## src/sv/ucdp_pkg.sv

```systemverilog
`timescale 1ns / 1ps
`default_nettype none
// ----------------------------------------------------------------------------
// ucdp_pkg
// Types and constants for the USB configuration descriptor parser.
// ----------------------------------------------------------------------------
package ucdp_pkg;

    localparam int unsigned ADDR_W = 3;
    localparam int unsigned DATA_W = 32;

    // register word index (paddr[2])
    localparam logic REG_DATA_IFACE_FILTER = 1'b0;

    localparam logic [7:0] FILTER_RESET   = 8'd1;
    localparam logic [7:0] TYPE_INTERFACE = 8'h04;
    localparam logic [7:0] TYPE_ENDPOINT  = 8'h05;
    localparam logic [7:0] CLASS_CONTROL  = 8'h02;
    localparam logic [7:0] CLASS_DATA     = 8'h0A;
    localparam logic [1:0] XFER_BULK      = 2'b10;
    localparam logic [7:0] IFACE_NONE     = 8'hFF;
    localparam logic [7:0] COUNT_MAX      = 8'hFF;

    localparam logic [7:0] POS_TYPE   = 8'd1;
    localparam logic [7:0] POS_CAP2   = 8'd2;
    localparam logic [7:0] POS_CAP3   = 8'd3;
    localparam logic [7:0] POS_CAP4   = 8'd4;
    localparam logic [7:0] POS_DECIDE = 8'd5;

    // findings reported on the last byte
    typedef struct packed {
        logic [7:0]  found_count;
        logic [7:0]  control_iface;
        logic [7:0]  data_iface;
        logic [6:0]  bulk_in_number;
        logic [7:0]  bulk_out_address;
        logic [15:0] bulk_in_packet_max;
        logic [15:0] bulk_out_packet_max;
    } result_t;

    // walker state
    typedef struct packed {
        logic [7:0] pos;
        logic [7:0] len;
        logic [7:0] dtype;
        logic [7:0] cap2;
        logic [7:0] cap3;
        logic [7:0] cap4;
        logic       stopped;
        logic [7:0] cur_iface;
        logic [7:0] cur_class;
    } walk_t;

    localparam walk_t WALK_RESET = '{
        pos: 8'd0, len: 8'd0, dtype: 8'd0, cap2: 8'd0, cap3: 8'd0, cap4: 8'd0,
        stopped: 1'b0, cur_iface: IFACE_NONE, cur_class: 8'd0
    };

endpackage
`default_nettype wire

```

## src/sv/usb_cdc_config_descriptor_parser_top.sv

```systemverilog
`timescale 1ns / 1ps
`default_nettype none
// A last_byte word's result is registered into the result buffer. Throughput: one
// byte per cycle while in_ready is high; the walker updates in a single registered
// step. A two-entry result buffer (output register plus skid) keeps in_ready high
// while one result waits; in_ready falls only when both entries hold results.
// Reset (rst_n low, async): walker cleared, results empty, filter back to 1.
// ----------------------------------------------------------------------------
// usb_cdc_config_descriptor_parser_top
// Walks a configuration descriptor byte stream and reports CDC interfaces and
// bulk endpoints of the selected data interface at the end of the stream.
// ----------------------------------------------------------------------------
module usb_cdc_config_descriptor_parser_top (
    input  wire logic                         clk,
    input  wire logic                         rst_n,
    // APB config
    input  wire logic                         psel,
    input  wire logic                         penable,
    input  wire logic                         pwrite,
    input  wire logic [ucdp_pkg::ADDR_W-1:0]  paddr,
    input  wire logic [ucdp_pkg::DATA_W-1:0]  pwdata,
    output logic      [ucdp_pkg::DATA_W-1:0]  prdata,
    output logic                              pready,
    // byte stream
    input  wire logic                         in_valid,
    output logic                              in_ready,
    input  wire logic [7:0]                   data_byte,
    input  wire logic                         last_byte,
    // results
    output logic                              out_valid,
    input  wire logic                         out_ready,
    output logic [7:0]                        found_count,
    output logic [7:0]                        control_iface,
    output logic [7:0]                        data_iface,
    output logic [6:0]                        bulk_in_number,
    output logic [7:0]                        bulk_out_address,
    output logic [15:0]                       bulk_in_packet_max,
    output logic [15:0]                       bulk_out_packet_max
);

    logic [7:0]        filter_reg;
    ucdp_pkg::walk_t   walk_reg, walk_next, walk_step;
    ucdp_pkg::result_t find_reg, find_next, find_step;
    ucdp_pkg::result_t out_reg, out_next, skid_reg, skid_next;
    logic              out_valid_reg, out_valid_next;
    logic              skid_valid_reg, skid_valid_next;

    logic       in_fire, push, out_fire;
    logic [7:0] pos_inc, len_eff;
    logic [7:0] count_inc;

    // ---------------- config port ----------------
    assign pready = 1'b1;

    always_ff @(posedge clk or negedge rst_n)
    begin
        if (!rst_n)
        begin
            filter_reg <= ucdp_pkg::FILTER_RESET;
        end
        else if (psel && penable && pwrite && (paddr[2] == ucdp_pkg::REG_DATA_IFACE_FILTER))
        begin
            filter_reg <= pwdata[7:0];
        end
    end

    always_comb
    begin
        prdata = '0;
        if (paddr[2] == ucdp_pkg::REG_DATA_IFACE_FILTER)
        begin
            prdata = {{(ucdp_pkg::DATA_W-8){1'b0}}, filter_reg};
        end
    end

    // ---------------- handshake ----------------
    assign in_ready = !skid_valid_reg;
    assign in_fire  = in_valid && in_ready;
    assign push     = in_fire && last_byte;
    assign out_fire = out_valid_reg && out_ready;

    // ---------------- descriptor walker ----------------
    assign count_inc = (find_reg.found_count == ucdp_pkg::COUNT_MAX) ?
                       find_reg.found_count : find_reg.found_count + 8'd1;
    assign pos_inc   = walk_reg.pos + 8'd1;
    assign len_eff   = (walk_reg.pos == 8'd0) ? data_byte : walk_reg.len;

    always_comb
    begin
        walk_step = walk_reg;
        find_step = find_reg;
        if (!walk_reg.stopped)
        begin
            if (walk_reg.pos == 8'd0)
            begin
                walk_step.len = data_byte;
            end
            case (walk_reg.pos)
                ucdp_pkg::POS_TYPE: walk_step.dtype = data_byte;
                ucdp_pkg::POS_CAP2: walk_step.cap2  = data_byte;
                ucdp_pkg::POS_CAP3: walk_step.cap3  = data_byte;
                ucdp_pkg::POS_CAP4: walk_step.cap4  = data_byte;
                ucdp_pkg::POS_DECIDE:
                begin
                    if (walk_reg.dtype == ucdp_pkg::TYPE_INTERFACE)
                    begin
                        walk_step.cur_iface = walk_reg.cap2;
                        walk_step.cur_class = data_byte;
                        if (data_byte == ucdp_pkg::CLASS_CONTROL)
                        begin
                            find_step.control_iface = walk_reg.cap2;
                            find_step.found_count   = count_inc;
                        end
                        else if (data_byte == ucdp_pkg::CLASS_DATA)
                        begin
                            find_step.data_iface  = walk_reg.cap2;
                            find_step.found_count = count_inc;
                        end
                    end
                    else if (walk_reg.dtype == ucdp_pkg::TYPE_ENDPOINT
                             && walk_reg.cur_iface == filter_reg
                             && walk_reg.cur_class == ucdp_pkg::CLASS_DATA
                             && walk_reg.cap3[1:0] == ucdp_pkg::XFER_BULK)
                    begin
                        if (walk_reg.cap2[7])
                        begin
                            find_step.bulk_in_number     = walk_reg.cap2[6:0];
                            find_step.bulk_in_packet_max = {data_byte, walk_reg.cap4};
                        end
                        else
                        begin
                            find_step.bulk_out_address    = walk_reg.cap2;
                            find_step.bulk_out_packet_max = {data_byte, walk_reg.cap4};
                        end
                        find_step.found_count = count_inc;
                    end
                end
                default: ;
            endcase
            // zero length byte halts the walk until the end of stream
            if (walk_reg.pos == 8'd0 && data_byte == 8'd0)
            begin
                walk_step.stopped = 1'b1;
            end
            else
            begin
                walk_step.pos = (pos_inc >= len_eff) ? 8'd0 : pos_inc;
            end
        end
    end

    always_comb
    begin
        walk_next = walk_reg;
        find_next = find_reg;
        if (in_fire)
        begin
            if (last_byte)
            begin
                walk_next = ucdp_pkg::WALK_RESET;
                find_next = '0;
            end
            else
            begin
                walk_next = walk_step;
                find_next = find_step;
            end
        end
    end

    // ---------------- result buffer ----------------
    always_comb
    begin
        out_next        = out_reg;
        skid_next       = skid_reg;
        out_valid_next  = out_valid_reg;
        skid_valid_next = skid_valid_reg;
        if (skid_valid_reg)
        begin
            if (out_fire)
            begin
                out_next        = skid_reg;
                skid_valid_next = 1'b0;
            end
        end
        else if (push)
        begin
            if (!out_valid_reg || out_fire)
            begin
                out_next       = find_step;
                out_valid_next = 1'b1;
            end
            else
            begin
                skid_next       = find_step;
                skid_valid_next = 1'b1;
            end
        end
        else if (out_fire)
        begin
            out_valid_next = 1'b0;
        end
    end

    always_ff @(posedge clk or negedge rst_n)
    begin
        if (!rst_n)
        begin
            walk_reg       <= ucdp_pkg::WALK_RESET;
            find_reg       <= '0;
            out_valid_reg  <= 1'b0;
            skid_valid_reg <= 1'b0;
        end
        else
        begin
            walk_reg       <= walk_next;
            find_reg       <= find_next;
            out_valid_reg  <= out_valid_next;
            skid_valid_reg <= skid_valid_next;
        end
    end

    always_ff @(posedge clk)
    begin
        out_reg  <= out_next;
        skid_reg <= skid_next;
    end

    assign out_valid           = out_valid_reg;
    assign found_count         = out_reg.found_count;
    assign control_iface       = out_reg.control_iface;
    assign data_iface          = out_reg.data_iface;
    assign bulk_in_number      = out_reg.bulk_in_number;
    assign bulk_out_address    = out_reg.bulk_out_address;
    assign bulk_in_packet_max  = out_reg.bulk_in_packet_max;
    assign bulk_out_packet_max = out_reg.bulk_out_packet_max;

endmodule
`default_nettype wire

```

## config.mk

```make
export PLATFORM = sky130hd
export DESIGN_NAME = usb_cdc_config_descriptor_parser_top
export DESIGN_NICKNAME = d
export VERILOG_FILES = /design/src/sv/ucdp_pkg.sv /design/src/sv/usb_cdc_config_descriptor_parser_top.sv
export SDC_FILE = /design/constraint.sdc
export NUM_CORES = 1
export LEC_CHECK = 0
export ABC_AREA = 0
export ABC_CLOCK_PERIOD_IN_PS = 7600
export BUFFER_PORTS_ARGS = -buffer_cell sky130_fd_sc_hd__buf_4
export CAP_MARGIN = 30
export CORE_UTILIZATION = 35
export DETAILED_ROUTE_END_ITERATION = 8
export PLACE_DENSITY = 0.5
export RECOVER_POWER = 50
export SYNTH_ARGS = -nofsm -noshare
export SYNTH_HDL_FRONTEND = slang
export SYNTH_SLANG_ARGS = --single-unit
export TNS_END_PERCENT = 30
```

## constraint.sdc

```tcl
create_clock -name clk -period 7.6 [get_ports clk]
set_input_delay 0.76 -clock clk [delete_from_list [all_inputs] [get_ports clk]]
set_output_delay 0.76 -clock clk [all_outputs]
set_load 0.01 [all_outputs]
```

==> flow_metrics.env <==
export IMPL_die_y_um=193.8
export IMPL_setup_tns_ns=0
export IMPL_r2r_start="walk_reg[58]$_DFFE_PN0P_"
export IMPL_grt_pass1_vias=8568
export IMPL_seq_area_frac_synth_pct=60.44
export IMPL_crit_type="primary input to flip-flop"
export IMPL_multi_input_area_sq_um=4678
export IMPL_dpl_hpwl_mm=19.26
export IMPL_critPathLaunch="last_byte"
export IMPL_seq_area_sq_um=7780
export IMPL_dieArea_sq_um=37540
export IMPL_cp_cell_sequence="clkbuf_1 -> and2_0 -> and3_2 -> clkbuf_1 -> buf_16"
export IMPL_htreeDepth=1
export IMPL_syn_mean_instance_area_sq_um=11.48
export IMPL_synth_compound_area_share_pct=13.02
export IMPL_place_ws_ns=3.957
export IMPL_ys_seq_elements=282
export IMPL_ios=157
export IMPL_cts_hold_buf=0
export IMPL_finalSetupViolCount=0
export IMPL_critPathSlowestCell="clkbuf_1"
export IMPL_synth_xor_area_share_pct=1.089
export IMPL_cp_required_ns=7.84
export IMPL_post_cts_buffers=0
export IMPL_r2r_slack_ns=3.79
export IMPL_path_max_fanout=64
export IMPL_vias_per_cell=5.110
export IMPL_post_cts_resized_instances=0
export IMPL_drtIter0Drc=551
export IMPL_drcViolationCount=0
export IMPL_crit_top_cell="clkbuf_1"
export IMPL_power_w=0.004653
export IMPL_first_pass_iters=5
export IMPL_fp_dieW_um=193.8
export IMPL_slew_violations=144
export IMPL_hold_viol=0
export IMPL_hold_path_class="primary input to asynchronous set/reset pin"
export IMPL_vias=8630
export IMPL_fill_cells=3500
export IMPL_async_flop_share_pct=49.65
export IMPL_antenna_cells=0
export IMPL_wl_per_cell_um=18.31
export IMPL_fin_crit_sh_pct=68.41
export IMPL_cts_sinks=282
export IMPL_yosysUniqueCellTypes=63
export IMPL_placed_area_sq_um=14000
export IMPL_ir_drop_uv=170.3
export IMPL_area_growth_syn_to_layout_pct=14.22
export IMPL_numCtsBuffers=30
export IMPL_antenna_found_initial=0
export IMPL_dp_cells=1632
export IMPL_nets=1268
export IMPL_max_stage_delay_ns=2.03
export IMPL_cts_buffer_depth=3
export IMPL_final_antenna_net_count=0
export IMPL_min_period_ns=5.199
export IMPL_power_density_nw_per_um2=316.5
export IMPL_yosys_most_used_dff="edfxtp_1"
export IMPL_maxCapViolCount=3
export IMPL_cts_root_buf="clkbuf_16"
export IMPL_end_kind="flip-flop"
export IMPL_synth_area_mux_share_pct=6.436
export IMPL_cts_tree="yes"
export IMPL_coreArea_sq_um=35910
export IMPL_synthTopCellsByArea="edfxtp_1, dfrtp_1, nand2_1, mux2_2, o21ai_0"
export IMPL_clkTransAtPathRegs_ns=0.06
export IMPL_start_util_pct=35.83
export IMPL_leakage_nw=5.970
export IMPL_grt_usage_pct=16.70
export IMPL_skew_ns=0.02285
export IMPL_final_cells=1689
export IMPL_grt_start_max_net_pins=95
export IMPL_overflow=0
export IMPL_drt_wl_total_mm=30.92
export IMPL_crit_arrival_ns=5.44
export IMPL_yosys_area_top_type_share_pct=33.13
export IMPL_start_kind="primary input"
export IMPL_ys_warn_count=0
export IMPL_port_buffers=105
export IMPL_design_area_sq_um=14700
export IMPL_grt_pass1_wl_mm=49.74
export IMPL_fin_ws_ns=2.401
export IMPL_fmax_mhz=192.3
export IMPL_routabilityCongestion=0.7691
export IMPL_r2r_cells=10
export IMPL_synth_top_cell_by_area="edfxtp_1"
export IMPL_clk_latency_ns=0.56
export IMPL_violations="capacitance limit, slew limit"
export IMPL_synth_cells=1121
export IMPL_synthesis_area_sq_um=12870
export IMPL_yosys_area_share_simple_pct=13.65
export IMPL_rr_endpoint="find_reg[13]$_DFFE_PN0P_"
export IMPL_drive_above_1_share_pct=13.76
export IMPL_synth_top_family_by_area="simple AND/OR/NAND/NOR gates"
export IMPL_rows=69
export IMPL_slew_headroom_pct=-95.26
export IMPL_tightest_slew_ns=2.929
export IMPL_synthAdderAreaFrac_pct=1.264
export IMPL_synth_edf_count=142
export IMPL_status="finished with violations"
export IMPL_rsz0062_at_grt="false"
[logic make-up after synthesis]
family                   Yosys count
AND/OR/NAND/NOR                  375
flip-flops                       282
AO/OA/AOI/OAI                    257
buffers and inverters            104
multiplexers                      72
XOR/XNOR                          16
adder cells (fa/ha/maj)           13
other                              2
[placed cells by master, fill, tap and decap left out, types with 11 or more instances in the layout]
cell / instances
clkbuf_1: 96
edfxtp_1: 142
xnor2_1: 12
and3_1: 11
dfrtp_1: 130
nand2b_1: 18
a21boi_0: 15
nand3_1: 12
mux2_2: 58
nor2_1: 29
o221ai_1: 14
a22oi_1: 32
buf_4: 35
o21ai_0: 104
a22o_1: 32
clkbuf_16: 32
ha_1: 13
nand2_1: 231
a21oi_1: 19
conb_1: 25
nor2b_1: 26
[how the worst max path moves through the flow]
stage | slack, ns | cells past startpoint | to
6_report | 2.40 | 5 | skid_reg[12]$_DFFE_PP_
2_1_floorplan | 2.17 | 5 | bulk_in_number[0]$_DFFE_PP_
4_1_cts | 3.64 | 4 | in_ready
3_3_place_gp | 3.97 | 6 | bulk_out_packet_max[11]$_DFFE_PP_
3_5_place_dp | 3.96 | 10 | find_reg[13]$_DFFE_PN0P_
5_1_grt | 1.97 | 5 | skid_reg[32]$_DFFE_PP_
[synthesized netlist by cell type, types with 4 or more instances]
library cell / number
nand2_1: 231
edfxtp_1: 142
dfrtp_1: 131
o21ai_0: 104
mux2_2: 58
clkbuf_1: 55
a22o_1: 32
a22oi_1: 32
nor2_1: 29
nor2b_1: 27
buf_4: 25
a21oi_1: 20
nand2b_1: 19
a21boi_0: 15
o221ai_1: 14
ha_1: 13
and3_1: 12
nand3_1: 12
xnor2_1: 12
inv_1: 11
dfstp_2: 9
o31ai_1: 9
a2bb2oi_1: 8
and2_1: 8
buf_2: 8
nand4_1: 8
a31oi_1: 7
mux2_4: 7
mux2i_1: 7
nor3_1: 6
nor4_1: 5
o21ai_1: 4
xor2_1: 4
[report_power, final]
part	leakage (nW)	total (W)	internal, W	switching (W)
Clock	0.486	0.00145	0.000870	0.000585
Combinational	2.28	0.00104	0.000371	0.000670
Sequential	3.21	0.00216	0.00194	0.000220
Total	5.97	0.00465	0.00318	0.00147
[per-layer routing]
layer	vias to the layer above	global-route usage, %	routed length [um]
met5	-	0	0
met4	0	4.356	559
met3	38	2.261	1515
met2	209	25.86	13610
met1	4231	24.52	15240
li1	4152	-	-
[through the flow]
| stage | hold slack, ns | util [%] |
|---|---|---|
| floorplan | 0.4420 | - |
| global placement | 0.4561 | 38.91 |
| detailed placement | 0.4632 | 38.98 |
| CTS | 0.3416 | 41.74 |
| global route | 0.4073 | 40.93 |
| finish | 0.3349 | 40.93 |
[worst max-delay path, delay by kind of cell]
| family | cells | cell delay [ns] |
|---|---|---|
| and+or+nand+nor | 2 | 0.81 |
| buffers and inverters | 3 | 3.81 |
[layout make-up]
cell class | instances | area share, %
clock inverters | 5 | 0.3319
well taps | 461 | 3.924
flip-flops and latches | 282 | 52.92
multi-input cells | 758 | 31.82
repair buffers | 121 | 4.307
inverters | 11 | 0.2809
clock buffers | 51 | 6.409
No activity file was read; power rests on OpenSTA's default activity.
